--- config.mk ---
export PLATFORM = sky130hd
export DESIGN_NAME = matrix_inverse_by_adjugate_top
export DESIGN_NICKNAME = d
export VERILOG_FILES = /design/src/design/mia_pkg.sv /design/src/design/matrix_inverse_by_adjugate_top.sv
export VERILOG_INCLUDE_DIRS = /design/src /design/src/design
export SDC_FILE = /design/constraint.sdc
export NUM_CORES = 2
export LEC_CHECK = 0
export ABC_AREA = 0
export BUFFER_PORTS_ARGS = -buffer_cell sky130_fd_sc_hd__clkbuf_2
export CORE_ASPECT_RATIO = 1.1
export CORE_MARGIN = 3
export CORE_UTILIZATION = 33
export CTS_BUF_LIST = sky130_fd_sc_hd__clkbuf_2 sky130_fd_sc_hd__clkbuf_4 sky130_fd_sc_hd__clkbuf_8
export CTS_CLUSTER_SIZE = 28
export DETAILED_ROUTE_END_ITERATION = 6
export SYNTH_ARGS = -nofsm -noshare
export SYNTH_HDL_FRONTEND = slang
export SYNTH_SLANG_ARGS = --single-unit
--- constraint.sdc ---
create_clock -name i_clk -period 12.43 [get_ports i_clk]
set_input_delay 1.243 -clock i_clk [delete_from_list [all_inputs] [get_ports i_clk]]
set_output_delay 1.243 -clock i_clk [all_outputs]
set_load 0.005 [all_outputs]
--- src/design/matrix_inverse_by_adjugate_top_assert.svh ---
// Assertion macros for the matrix inverse block.
// Each macro takes a label, the clock, the active low reset, a condition and a consequence.
`ifndef MATRIX_INVERSE_BY_ADJUGATE_TOP_ASSERT_SVH
`define MATRIX_INVERSE_BY_ADJUGATE_TOP_ASSERT_SVH
`ifndef SYNTHESIS
`define MIA_ASSERT_IMPL(lbl, clk, rstn, ante, cons) \
    lbl: assert property (@(posedge clk) disable iff (!rstn) (ante) |-> (cons)) \
        else $error("assertion failed");
`define MIA_ASSERT_NEXT(lbl, clk, rstn, ante, cons) \
    lbl: assert property (@(posedge clk) disable iff (!rstn) (ante) |=> (cons)) \
        else $error("assertion failed");
`else
`define MIA_ASSERT_IMPL(lbl, clk, rstn, ante, cons)
`define MIA_ASSERT_NEXT(lbl, clk, rstn, ante, cons)
`endif
`endif

--- src/design/mia_pkg.sv ---
`timescale 1ns / 1ps
`default_nettype none
package mia_pkg;

    localparam int MAX_SIZE_DEF      = 4;
    localparam int FRACTION_BITS_DEF = 16;

    localparam int ELEM_W = 12;
    localparam int ADJ_W  = 37;
    localparam int INV_W  = 54;
    localparam int DET_W  = 50;
    localparam int IDX_W  = 2;
    localparam int CFG_W  = 3;
    localparam int LC_W   = 5;

    localparam logic [CFG_W-1:0] SIZE_RESET = 3'd4;
    localparam logic [LC_W-1:0]  LC_SAT     = 5'd31;

    // Permutations of three minor columns, used for the explicit determinant sum.
    localparam int PERM_COUNT = 6;
    localparam int PERM_LEN   = 3;
    localparam logic [1:0] PERM_TABLE [PERM_COUNT][PERM_LEN] = '{
        '{2'd0, 2'd1, 2'd2},
        '{2'd0, 2'd2, 2'd1},
        '{2'd1, 2'd0, 2'd2},
        '{2'd1, 2'd2, 2'd0},
        '{2'd2, 2'd0, 2'd1},
        '{2'd2, 2'd1, 2'd0}
    };
    localparam logic [PERM_COUNT-1:0] PERM_ODD = 6'b100110;
    localparam logic [2:0] PERM_LAST = 3'd5;

    localparam logic [2:0] TERM_STEP_LAST = 3'd4;
    localparam logic [2:0] DET_STEP_LAST  = 3'd2;
    localparam logic [2:0] FETCH_STEP_LAST = 3'd1;

    typedef enum logic [2:0] {
        ST_LOAD,
        ST_TERM,
        ST_DET,
        ST_CHECK,
        ST_FETCH,
        ST_DIV,
        ST_PACK,
        ST_OUT
    } t_state;

    function automatic logic [1:0] perm_entry(input logic [2:0] idx, input logic [2:0] pos);
        logic [1:0] v;
        v = 2'd0;
        if (idx < 3'(PERM_COUNT) && pos < 3'(PERM_LEN)) begin
            v = PERM_TABLE[idx][pos[1:0]];
        end
        return v;
    endfunction

    // A permutation contributes to an m by m minor only if it fixes every position at or above m.
    function automatic logic term_valid(input logic [2:0] idx, input logic [2:0] m);
        logic ok;
        ok = 1'b1;
        for (int p = 0; p < PERM_LEN; p++) begin
            if (3'(p) >= m && 3'(perm_entry(idx, 3'(p))) != 3'(p)) begin
                ok = 1'b0;
            end
        end
        return ok;
    endfunction

endpackage
`default_nettype wire

--- src/design/matrix_inverse_by_adjugate_top.sv ---
// While loading, input is always ready. After the final element the block works out the
// cofactors, then the determinant, then the zero check, and then for each result beat it
// fetches a cofactor, divides and packs (one bit of the quotient per cycle in the shared
// restoring divider). A singular matrix goes straight from the zero check to its one beat.
// Throughput: one matrix at a time; input is not ready from the final element until the last
// result beat is taken. Reset (synchronous, active low) sets N to 4 and the load count to zero.
`timescale 1ns / 1ps
`default_nettype none
module matrix_inverse_by_adjugate_top
    import mia_pkg::*;
#(
    parameter int MAX_SIZE      = MAX_SIZE_DEF,
    parameter int FRACTION_BITS = FRACTION_BITS_DEF
) (
    input  wire logic                     i_clk,
    input  wire logic                     i_rst_n,
    input  wire logic                     i_cfg_valid,
    output logic                          o_cfg_ready,
    input  wire logic [CFG_W-1:0]         i_cfg_data,
    input  wire logic                     i_element_valid,
    output logic                          o_element_ready,
    input  wire logic signed [ELEM_W-1:0] i_element,
    output logic                          o_result_valid,
    input  wire logic                     i_result_ready,
    output logic [IDX_W-1:0]              o_row,
    output logic [IDX_W-1:0]              o_column,
    output logic signed [ADJ_W-1:0]       o_adjugate_entry,
    output logic signed [INV_W-1:0]       o_inverse_entry,
    output logic signed [DET_W-1:0]       o_determinant_value,
    output logic                          o_singular,
    output logic                          o_last
);

    `include "matrix_inverse_by_adjugate_top_assert.svh"

    // The matrix is kept row-major at linear positions, as it arrives. Cofactors are kept
    // at row*MAX_SIZE+column. All multiplication goes through one 37 by 12 bit multiplier:
    // each cofactor is an explicit sum over up to six permutation terms, each term taking
    // one read per factor, and the determinant is the first row dotted with its cofactors.
    localparam int CELLS  = MAX_SIZE * MAX_SIZE;
    localparam int AW     = $clog2(CELLS);
    localparam int IW     = $clog2(MAX_SIZE);
    localparam int PROD_W = ADJ_W + ELEM_W;
    localparam int DW     = ADJ_W + FRACTION_BITS;
    localparam int CW     = $clog2(DW + 1);
    localparam logic [CFG_W-1:0] N_MAX = CFG_W'(MAX_SIZE);

    t_state r_state, n_state;

    logic [CFG_W-1:0] r_size;
    logic [LC_W-1:0]  r_lc;
    logic [IW-1:0]    r_cr, r_cc;
    logic [2:0]       r_perm, r_k;
    logic [CW-1:0]    r_cnt;

    logic signed [ELEM_W-1:0] mem_mat [CELLS];
    logic signed [ADJ_W-1:0]  mem_cof [CELLS];
    logic signed [ELEM_W-1:0] r_mat_rd;
    logic signed [ADJ_W-1:0]  r_cof_rd;
    logic                     r_unit;

    logic signed [PROD_W-1:0] r_prod;
    logic signed [ADJ_W-1:0]  r_acc;
    logic signed [DET_W-1:0]  r_det;
    logic [DET_W-1:0]         r_rem;
    logic [DET_W-1:0]         r_dmag;
    logic [DW-1:0]            r_quo;
    logic                     r_qneg;
    logic signed [ADJ_W-1:0]  r_adj;

    logic [IDX_W-1:0]         r_o_row, r_o_col;
    logic signed [ADJ_W-1:0]  r_o_adj;
    logic signed [INV_W-1:0]  r_o_inv;
    logic signed [DET_W-1:0]  r_o_det;
    logic                     r_o_sing, r_o_last;

    // Effective order: zero reads as one, anything above the maximum as the maximum.
    logic [CFG_W-1:0] n_eff, n_m1;
    logic [LC_W-1:0]  nn, lc_inc;
    logic             elem_acc, load_done, last_c, last_r;

    always_comb begin
        n_eff = r_size;
        if (r_size == '0) begin
            n_eff = CFG_W'(1);
        end else if (r_size > N_MAX) begin
            n_eff = N_MAX;
        end
    end
    assign n_m1      = n_eff - CFG_W'(1);
    assign nn        = LC_W'(n_eff) * LC_W'(n_eff);
    assign lc_inc    = (r_lc < LC_SAT) ? r_lc + LC_W'(1) : r_lc;
    assign elem_acc  = i_element_valid && o_element_ready;
    assign load_done = elem_acc && (lc_inc >= nn);
    assign last_c    = (CFG_W'(r_cc) == n_m1);
    assign last_r    = (CFG_W'(r_cr) == n_m1);

    // Address of factor r_k of the current term: row r_k of the minor and column
    // picked by the permutation, both stepping over the cofactor's own row and column.
    logic [2:0]  f_row, f_col;
    logic [1:0]  f_pcol;
    logic [LC_W-1:0] f_lin;
    logic        f_unit, t_valid, t_odd, cof_odd;
    logic signed [ELEM_W-1:0] fval;
    logic signed [ADJ_W-1:0]  acc_nx, cof_wval;
    logic        cof_we;

    assign f_row   = (r_k < 3'(r_cr)) ? r_k : r_k + 3'd1;
    assign f_pcol  = perm_entry(r_perm, r_k);
    assign f_col   = (3'(f_pcol) < 3'(r_cc)) ? 3'(f_pcol) : 3'(f_pcol) + 3'd1;
    assign f_lin   = LC_W'(f_row) * LC_W'(n_eff) + LC_W'(f_col);
    assign f_unit  = (r_k >= n_m1);
    assign t_valid = term_valid(r_perm, n_m1);
    assign t_odd   = PERM_ODD[r_perm];
    assign cof_odd = r_cr[0] ^ r_cc[0];
    assign fval    = r_unit ? ELEM_W'(1) : r_mat_rd;

    always_comb begin
        acc_nx = r_acc;
        if (t_valid) begin
            acc_nx = t_odd ? r_acc - signed'(r_prod[ADJ_W-1:0])
                           : r_acc + signed'(r_prod[ADJ_W-1:0]);
        end
    end
    assign cof_wval = cof_odd ? -acc_nx : acc_nx;
    assign cof_we   = (r_state == ST_TERM) && (r_k == TERM_STEP_LAST) && (r_perm == PERM_LAST);

    // The shared multiplier.
    logic signed [ADJ_W-1:0]  mul_a;
    logic signed [ELEM_W-1:0] mul_b;
    logic signed [PROD_W-1:0] mul_y;
    assign mul_a = (r_state == ST_DET) ? r_cof_rd : signed'(r_prod[ADJ_W-1:0]);
    assign mul_b = (r_state == ST_DET) ? r_mat_rd : fval;
    assign mul_y = PROD_W'(mul_a) * PROD_W'(mul_b);

    // Memory addresses.
    logic [AW-1:0] mat_raddr, cof_raddr, cof_waddr, mat_waddr;
    always_comb begin
        mat_raddr = AW'(f_lin);
        cof_raddr = AW'(r_cc);
        if (r_state == ST_DET) begin
            mat_raddr = AW'(r_cc);
        end
        if (r_state == ST_FETCH) begin
            cof_raddr = AW'(LC_W'(r_cc) * LC_W'(MAX_SIZE) + LC_W'(r_cr));
        end
    end
    assign cof_waddr = AW'(LC_W'(r_cr) * LC_W'(MAX_SIZE) + LC_W'(r_cc));
    assign mat_waddr = AW'(r_lc);

    always_ff @(posedge i_clk) begin
        if (elem_acc && r_lc < LC_W'(CELLS)) begin
            mem_mat[mat_waddr] <= i_element;
        end
        if (cof_we) begin
            mem_cof[cof_waddr] <= cof_wval;
        end
        r_mat_rd <= mem_mat[mat_raddr];
        r_cof_rd <= mem_cof[cof_raddr];
        r_unit   <= f_unit;
    end

    // Divider step: one quotient bit per cycle on magnitudes.
    logic [DET_W:0]  div_t;
    logic            div_ge;
    logic [DET_W-1:0] det_mag;
    logic [ADJ_W-1:0] adj_mag;
    logic [DW-1:0]    quo_s;
    assign div_t   = {r_rem, r_quo[DW-1]};
    assign div_ge  = div_t >= {1'b0, r_dmag};
    assign det_mag = r_det[DET_W-1] ? DET_W'(-r_det) : DET_W'(r_det);
    assign adj_mag = r_cof_rd[ADJ_W-1] ? ADJ_W'(-r_cof_rd) : ADJ_W'(r_cof_rd);
    assign quo_s   = DW'(adj_mag) << FRACTION_BITS;

    // Next state.
    always_comb begin
        n_state = r_state;
        unique case (r_state)
            ST_LOAD: begin
                if (load_done) n_state = ST_TERM;
            end
            ST_TERM: begin
                if (cof_we && last_c && last_r) n_state = ST_DET;
            end
            ST_DET: begin
                if (r_k == DET_STEP_LAST && last_c) n_state = ST_CHECK;
            end
            ST_CHECK: begin
                n_state = (r_det == '0) ? ST_OUT : ST_FETCH;
            end
            ST_FETCH: begin
                if (r_k == FETCH_STEP_LAST) n_state = ST_DIV;
            end
            ST_DIV: begin
                if (r_cnt == CW'(DW - 1)) n_state = ST_PACK;
            end
            ST_PACK: begin
                n_state = ST_OUT;
            end
            ST_OUT: begin
                if (i_result_ready) n_state = r_o_last ? ST_LOAD : ST_FETCH;
            end
            default: n_state = ST_LOAD;
        endcase
    end

    // Handshake outputs. The order register only changes while elements are being loaded,
    // so a write can never disturb a matrix that is being worked on.
    always_comb begin
        o_cfg_ready     = 1'b0;
        o_element_ready = 1'b0;
        o_result_valid  = 1'b0;
        unique case (r_state)
            ST_LOAD: begin
                o_cfg_ready     = 1'b1;
                o_element_ready = 1'b1;
            end
            ST_OUT:  o_result_valid  = 1'b1;
            default: begin
                o_element_ready = 1'b0;
                o_result_valid  = 1'b0;
            end
        endcase
    end

    // Control registers and loop counters.
    always_ff @(posedge i_clk) begin
        if (!i_rst_n) begin
            r_state <= ST_LOAD;
            r_size  <= SIZE_RESET;
            r_lc    <= '0;
            r_cr    <= '0;
            r_cc    <= '0;
            r_perm  <= '0;
            r_k     <= '0;
            r_cnt   <= '0;
        end else begin
            r_state <= n_state;
            if (i_cfg_valid && o_cfg_ready) begin
                r_size <= i_cfg_data;
            end
            case (r_state)
                ST_LOAD: begin
                    if (elem_acc) begin
                        r_lc <= load_done ? '0 : lc_inc;
                    end
                    r_cr   <= '0;
                    r_cc   <= '0;
                    r_perm <= '0;
                    r_k    <= '0;
                end
                ST_TERM: begin
                    if (r_k == TERM_STEP_LAST) begin
                        r_k <= '0;
                        if (r_perm == PERM_LAST) begin
                            r_perm <= '0;
                            if (last_c) begin
                                r_cc <= '0;
                                r_cr <= last_r ? '0 : r_cr + IW'(1);
                            end else begin
                                r_cc <= r_cc + IW'(1);
                            end
                        end else begin
                            r_perm <= r_perm + 3'd1;
                        end
                    end else begin
                        r_k <= r_k + 3'd1;
                    end
                end
                ST_DET: begin
                    if (r_k == DET_STEP_LAST) begin
                        r_k  <= '0;
                        r_cc <= last_c ? '0 : r_cc + IW'(1);
                    end else begin
                        r_k <= r_k + 3'd1;
                    end
                end
                ST_CHECK: begin
                    r_k  <= '0;
                    r_cr <= '0;
                    r_cc <= '0;
                end
                ST_FETCH: begin
                    r_k   <= (r_k == FETCH_STEP_LAST) ? '0 : r_k + 3'd1;
                    r_cnt <= '0;
                end
                ST_DIV: begin
                    r_cnt <= r_cnt + CW'(1);
                end
                ST_OUT: begin
                    if (i_result_ready) begin
                        if (last_c) begin
                            r_cc <= '0;
                            r_cr <= r_cr + IW'(1);
                        end else begin
                            r_cc <= r_cc + IW'(1);
                        end
                    end
                end
                default: begin
                    r_k <= r_k;
                end
            endcase
        end
    end

    // Arithmetic and result registers.
    always_ff @(posedge i_clk) begin
        case (r_state)
            ST_LOAD: begin
                r_acc <= '0;
            end
            ST_TERM: begin
                if (r_k == 3'd1) begin
                    r_prod <= PROD_W'(fval);
                end else if (r_k == 3'd2 || r_k == 3'd3) begin
                    r_prod <= mul_y;
                end else if (r_k == TERM_STEP_LAST) begin
                    r_acc <= (r_perm == PERM_LAST) ? '0 : acc_nx;
                    r_det <= '0;
                end
            end
            ST_DET: begin
                if (r_k == 3'd1) begin
                    r_prod <= mul_y;
                end else if (r_k == DET_STEP_LAST) begin
                    r_det <= r_det + DET_W'(r_prod);
                end
            end
            ST_CHECK: begin
                r_o_row  <= '0;
                r_o_col  <= '0;
                r_o_adj  <= '0;
                r_o_inv  <= '0;
                r_o_det  <= '0;
                r_o_sing <= 1'b1;
                r_o_last <= 1'b1;
            end
            ST_FETCH: begin
                if (r_k == FETCH_STEP_LAST) begin
                    r_adj  <= r_cof_rd;
                    r_quo  <= quo_s;
                    r_rem  <= '0;
                    r_dmag <= det_mag;
                    r_qneg <= r_cof_rd[ADJ_W-1] ^ r_det[DET_W-1];
                end
            end
            ST_DIV: begin
                r_rem <= div_ge ? DET_W'(div_t - {1'b0, r_dmag}) : DET_W'(div_t);
                r_quo <= {r_quo[DW-2:0], div_ge};
            end
            ST_PACK: begin
                r_o_row  <= IDX_W'(r_cr);
                r_o_col  <= IDX_W'(r_cc);
                r_o_adj  <= r_adj;
                r_o_inv  <= r_qneg ? -INV_W'(r_quo) : INV_W'(r_quo);
                r_o_det  <= r_det;
                r_o_sing <= 1'b0;
                r_o_last <= last_r && last_c;
            end
            default: begin
                r_o_last <= r_o_last;
            end
        endcase
    end

    assign o_row               = r_o_row;
    assign o_column            = r_o_col;
    assign o_adjugate_entry    = r_o_adj;
    assign o_inverse_entry     = r_o_inv;
    assign o_determinant_value = r_o_det;
    assign o_singular          = r_o_sing;
    assign o_last              = r_o_last;

    // Loading and presenting results never overlap.
    `MIA_ASSERT_IMPL(a_no_overlap, i_clk, i_rst_n, o_result_valid, !o_element_ready)
    // A singular matrix yields exactly one beat, so it must be the last.
    `MIA_ASSERT_IMPL(a_singular_last, i_clk, i_rst_n, o_result_valid && o_singular, o_last)
    // The divider stops after its final quotient bit.
    `MIA_ASSERT_NEXT(a_div_end, i_clk, i_rst_n, r_state == ST_DIV && r_cnt == CW'(DW - 1),
        r_state == ST_PACK)

endmodule
`default_nettype wire

Yosys cells after proc, flatten, opt, wreduce, memory -nomap -nowiden --
Memory sizes are Yosys's and may differ from the RTL's. A register that Yosys moved wholly into a read port is not among the register bits. Index checks and enable logic that the tools add are counted.
Operators by class: magnitude comparators 16, bitwise operators 4, multiply operators 3, reduce and logical (&&, ||, !) cells 37, $add $sub $neg 19, eq/ne operators 33, multiplexer cells 95
Operator list (number):
- two-way mux 50 bit | 7
- two-way mux 37 bit | 9
- case mux 50 bit (2 select lines) | 3
- two-way mux 49 bit | 4
- case mux 37 bit (2 select lines) | 2
- case mux 54 bit (2 select lines) | 1
- case mux 53 bit (2 select lines) | 1
- case mux 49 bit (2 select lines) | 1
- negation 37 bit | 2
- two-way mux 3 bit | 18
- two-way mux 54 bit | 1
- negation 53 -> 54 bit | 1
- two-way mux 53 bit | 1
- >= comparator 51 x 50 -> 1 bit | 1
- adder 50 x 49 -> 50 bit | 1
- logical NOT 50 bit | 1
- negation 50 bit | 1
- subtractor 50 bit | 1
- multiplier 37 x 12 -> 49 bit | 1
- adder 37 bit | 1
- subtractor 37 bit | 1
- two-way mux 2 bit | 18
- two-way mux 12 bit | 2
- case mux 3 bit (8 select lines) | 1
- other kinds (58) | 127
Storage, ports and cells: ROM bits 56, memories kept 4, bits in registers 502, bits in writable memories 784, input bits 20
Memories:
- mem_cof | words 16, bits a word 37, read ports 1, clocked after Yosys merged registers in 1, write ports 1, line matrix_inverse_by_adjugate_top.sv:57 | logic signed [ADJ_W-1:0] mem_cof [CELLS];
- mem_mat | words 16, bits a word 12, read ports 1, clocked after Yosys merged registers in 1, write ports 1, line matrix_inverse_by_adjugate_top.sv:56 | logic signed [ELEM_W-1:0] mem_mat [CELLS];
- (no name shown) | words 8, bits a word 6, read ports 1, clocked after Yosys merged registers in 0, write ports 0, line mia_pkg.sv:52 | v = PERM_TABLE[idx][pos[1:0]];
- (no name shown) | words 8, bits a word 1, read ports 1, clocked after Yosys merged registers in 1, write ports 0, line matrix_inverse_by_adjugate_top.sv:114 | assign t_odd = PERM_ODD[r_perm];

Longest topological paths before layout --
word-level depth 16, gate-level depth with buffers 33

Worst setup path before layout --
Ideal clock, no wire load.
path type reg-to-reg, from register r_k[1], to register r_quo[0] (enable), stages on the path, launching flop included 5, slack 3.692 ns, library setup time 0.707 ns, arrival 8.031 ns, path through dfxtp_1 inv_1 ha_1 nand2_1 o21ai_0
Between the ends: longest elaborated chain between the ends 3
RTL lines:
- start: declaration | line matrix_inverse_by_adjugate_top.sv:53 | logic [2:0] r_perm, r_k;
- start signal: assignment | line matrix_inverse_by_adjugate_top.sv:267 | r_k <= r_k + 3'd1;
- start signal: assignment | line matrix_inverse_by_adjugate_top.sv:275 | r_k <= r_k + 3'd1;
- start signal: assignment | line matrix_inverse_by_adjugate_top.sv:284 | r_k <= (r_k == FETCH_STEP_LAST) ? '0 : r_k + 3'd1;
- equality test 3 x 1 -> 1 bit | line matrix_inverse_by_adjugate_top.sv:340 | if (r_k == FETCH_STEP_LAST) begin
- inequality test 2 x 1 -> 1 bit (no source line)
- AND reduction 2 bit (no source line)
- end signal: assignment | line matrix_inverse_by_adjugate_top.sv:342 | r_quo <= quo_s;
- end signal: assignment | line matrix_inverse_by_adjugate_top.sv:350 | r_quo <= {r_quo[DW-2:0], div_ge};
- end: declaration | line matrix_inverse_by_adjugate_top.sv:67 | logic [DW-1:0] r_quo;
Every way passes these cells. A chain may end at the register's enable or synchronous reset.

Worst setup path after layout --
from register r_state[1], to register r_prod[48], data pin
Between the ends: longest elaborated chain between the ends 6
RTL lines:
- start: declaration | line matrix_inverse_by_adjugate_top.sv:48 | t_state r_state, n_state;
- start signal: assignment | line matrix_inverse_by_adjugate_top.sv:238 | r_state <= n_state;
- equality test 3 x 2 -> 1 bit | line matrix_inverse_by_adjugate_top.sv:132, matrix_inverse_by_adjugate_top.sv:133, matrix_inverse_by_adjugate_top.sv:309
- two-way mux 37 bit or two-way mux 12 bit (tied branches) | line matrix_inverse_by_adjugate_top.sv:132, matrix_inverse_by_adjugate_top.sv:133
- multiplier 37 x 12 -> 49 bit | line matrix_inverse_by_adjugate_top.sv:134 | assign mul_y = PROD_W'(mul_a) * PROD_W'(mul_b);
- two-way mux 49 bit | line matrix_inverse_by_adjugate_top.sv:316 | end else if (r_k == 3'd2 || r_k == 3'd3) begin
- two-way mux 49 bit | line matrix_inverse_by_adjugate_top.sv:314 | if (r_k == 3'd1) begin
- case mux 49 bit (2 select lines) * | line matrix_inverse_by_adjugate_top.sv:309 | case (r_state)
- end signal: assignment | line matrix_inverse_by_adjugate_top.sv:315 | r_prod <= PROD_W'(fval);
- end signal: assignment | line matrix_inverse_by_adjugate_top.sv:317 | r_prod <= mul_y;
- end signal: assignment | line matrix_inverse_by_adjugate_top.sv:325 | r_prod <= mul_y;
- end: declaration | line matrix_inverse_by_adjugate_top.sv:62 | logic signed [PROD_W-1:0] r_prod;
Mark *: on every way between the ends. The rest lies on a longest branch, timed or not. The select of a mux whose other input is x is not followed.

==> summary.md <==
| Metric | Value |
|---|---|
| Number of cells traversed by the worst register-to-register path | `30` |
| Cts-stage hold buffer count | `0` |
| Nature of the critical path startpoint | `flop` |
| Yosys warns | `0` |
| Starting utilization of the core area | `between 30% and 40%` |
| Final setup fails | `0` |
| Routability Congestion | `0.933` |
| Cell area after synthesis | `about 0.078 mm²` |
| TritonCTS clock tree | `yes` |
| Global Route Usage Sum | `between 10% and 20%` |
| Area share of the largest cell type after synthesis | `48.5%` |
| Hold Fails Final Rpt | `0` |
| Clock latency reported for the late side of the worst-skew pair | `0.99 ns` |
| Number of max-cap violations | `0` |
| Total negative slack for setup checks | `0 ns` |
| Placed wire-length estimate | `151 mm` |
| Maximum fanout encountered on the critical timing path | `37` |
| Most frequent cell on the critical path | `sky130_fd_sc_hd__inv_1` |
| Worst setup margin | `between 2 and 2.5 ns` |
| # H-tree levels | `4` |
| Number of flip-flops and latches in the synthesized netlist | `1,336` |
| Root Driver | `sky130_fd_sc_hd__clkbuf_8` |
| CP max stage cell | `sky130_fd_sc_hd__nand2_1` |
| Most common cell in the synthesized netlist | `sky130_fd_sc_hd__edfxtp_1` |
| Area of the placeable core | `0.234 mm²` |
| Number of cells in the design after placement | `9,531` |
| Req. time, crit path | `13.07 ns` |
| Remaining max-slew budget at the tightest pin | `approximately 17%` |
| EDFF count, synth | `around 1,300` |
| Synthesis-to-layout area growth | `11.9%` |
| Ports | `170` |
| DRC | `0` |
| Part of the Yosys area used for sequential elements | `50.6%` |
| Number of clock buffers inserted by TritonCTS | `between 200 and 250` |
| Final design area excluding fillers | `0.0871 mm²` |
| Total cell area at the placement stage | `between 0.08 and 0.09 mm²` |
| Layout fillers | `22,680` |
| Number of antenna violations at the first check in global routing | `4` |
| Largest net degree at the start of global routing | `148` |
| Synthesized area per cell | `12.0 µm²` |
| Period minus WS final | `about 10 ns` |
| Maximum number of buffers from clock root to sink | `3` |
| Outcome | `completed` |
| Top cell types by occurrence after synthesis | `1,258 x sky130_fd_sc_hd__edfxtp_1, 729 x sky130_fd_sc_hd__nand2_1, 589 x sky130_fd_sc_hd__inv_1, 482 x sky130_fd_sc_hd__nor2_1, 395 x sky130_fd_sc_hd__fa_1` |
| WL final | `217 mm` |
| FFs w/ async S/R, synth | `0%` |
| Non-Filler Instances | `9,939` |
| GRT Residual Overflow | `0` |
| Max-slew violations | `0` |
| Slowest cell delay on critical path | `0.82 ns` |
| Worst hold stages | `2` |
| Fmax achieved | `~0.1 GHz` |
| Vias per cell | `5.16` |
| Worst EP arrival | `10.78 ns` |
| Clock transition time at the flip-flop clock pins of the worst setup and hold paths | `0.06 ns` |
| Leading cell types by total area after synthesis | `sky130_fd_sc_hd__edfxtp_1 49%, sky130_fd_sc_hd__fa_1 10%, sky130_fd_sc_hd__mux4_2 5.7%` |
| Cell family contributing the most delay on the critical path | `adder cells` |
| Wire length of the first global-routing pass | `328 mm` |
| Post-Place Worst Slack | `2.39 ns` |
| Worst path bufs/invs | `8` |
| Type of the setup path with the least slack | `reg -> reg` |
| Resized Gates After CTS | `0` |
| Number of buffer cells added on primary ports | `169` |
| Chip width | `469 µm` |
| Final ANT Viol Nets | `0` |
| Path length in cells of the critical path | `30` |
| Average wire per cell in the routed design | `21.9 µm` |
| Synthesized instance count | `6,459` |
| Worst clock skew on the final layout | `0.0860 ns` |
| Floorplan row count | `between 150 and 200` |
| Hold crit path type | `reg -> reg` |
| Vias | `51,313` |
| Transition time of the tightest slew-check pin | `1.24 ns` |
| Clock tree sinks | `1,336` |
| Nets | `7,340` |
| Post-Syn Nets | `7,154` |
| Critical path capture point type | `flop` |
| Layout cell share with drive strength beyond 1 | `13.7%` |
| Setup repair after global routing missed its margin | `false` |
| Die span in y | `515 µm` |
| Crit share post-route | `roughly four fifths` |
| DIE AREA | `~0.24 mm²` |
| First-pass iteration count of the detailed router | `6` |
| 1st-iter DRT viols | `4,516` |
| Primary FF master, synth | `sky130_fd_sc_hd__edfxtp_1` |
| Setup Buffers After CTS | `0` |
| Number of global-route vias before repair | `52,151` |
| Cell accounting for the most synthesized area | `sky130_fd_sc_hd__edfxtp_1` |
| Number of library cell types mapped by synthesis | `85` |
worst paths after layout:
kind | from | end | slack, ns
min reg2reg | r_size[0] | r_size[0] | 0.48
max | r_state[1] | r_prod[48] | 2.29
max reg2reg | r_state[1] | r_prod[48] | 2.29
min | r_size[0] | r_size[0] | 0.48
sequential cells by signal, summed over array words and instances (netlist names), 2 cells and up:
signal,flops
mem_cof,592
r_perm,3
r_det,50
r_lc,5
r_rem,50
r_acc,37
r_quo,53
r_adj,37
mem_mat,192
o_inverse_entry,54
r_dmag,50
r_size,3
r_k,3
o_row,2
r_state,3
r_cr,2
o_adjugate_entry,37
r_cc,2
o_determinant_value,50
o_column,2
r_cof_rd,37
r_mat_rd,12
r_prod,49
r_cnt,6
cell type report:
| class | instances | area (µm²) | area share [%] |
|---|---|---|---|
| diodes | 11 | 27.5 | 0.0316 |
| clock buffers | 287 | 3520 | 4.05 |
| clock inverters | 110 | 1020 | 1.18 |
| inverters | 591 | 2220 | 2.55 |
| multi-input cells | 4215 | 35300 | 40.6 |
| flip-flops and latches | 1336 | 39300 | 45.2 |
| well taps | 3102 | 3880 | 4.46 |
| repair buffers | 287 | 1740 | 2.00 |
per-layer routing:
layer / routed length, µm / track usage (%) / up-vias
li1: - / - / 23387
met1: 92700 / 23.8 / 25879
met2: 102000 / 28.8 / 1650
met3: 13000 / 2.73 / 395
met4: 9880 / 7.88 / 2
met5: 15 / 0 / -
cells by family (layout without fill, tap and decap cells):
group                    after synthesis  count (layout)  share of synthesized area [%]
other                                  1              12                        0.00482
flip-flops                          1336            1336                           50.6
adder cells (fa/ha/maj)              675             675                           14.7
multiplexers                         259             259                           6.49
AO/OA/AOI/OAI                       1017            1017                           8.37
XOR/XNOR                             375             375                           4.22
AND/OR/NAND/NOR                     1888            1888                           11.3
buffers and inverters                908            1275                           4.39
cell usage in the layout (no fill, tap or decap), types with 117 or more instances in the layout:
cell type,n
sky130_fd_sc_hd__inv_1,589
sky130_fd_sc_hd__a21oi_1,254
sky130_fd_sc_hd__ha_1,280
sky130_fd_sc_hd__xnor2_1,207
sky130_fd_sc_hd__mux4_2,196
sky130_fd_sc_hd__o21ai_0,237
sky130_fd_sc_hd__edfxtp_1,1258
sky130_fd_sc_hd__xor2_1,164
sky130_fd_sc_hd__clkbuf_8,219
sky130_fd_sc_hd__nand2_1,725
sky130_fd_sc_hd__clkbuf_2,169
sky130_fd_sc_hd__fa_1,395
sky130_fd_sc_hd__nor2_1,475
sky130_fd_sc_hd__buf_4,117
sky130_fd_sc_hd__and3_1,159
per-stage QoR:
stage	utilization (%)	hold slack (ns)
final	37.2	0.484
after global routing	37.2	0.509
after CTS	37.2	0.486
after detailed placement	35.2	0.474
after global placement	35.2	0.448
after floorplan	-	0.406
worst register-to-register path: cells and delay by family (launching register included):
| family | cells | cell delay, ns |
|---|---|---|
| adder cells (fa/ha/maj) | 6 | 2.70 |
| AO/OA/AOI/OAI | 10 | 2.53 |
| AND/OR/NAND/NOR | 5 | 2.54 |
| XOR/XNOR | 1 | 0.14 |
| buffers and inverters | 8 | 1.42 |
| flip-flops | 1 | 0.54 |
Power is not shown: default switching activity piles up to over one toggle a cycle in this logic, so the estimate is an artifact.
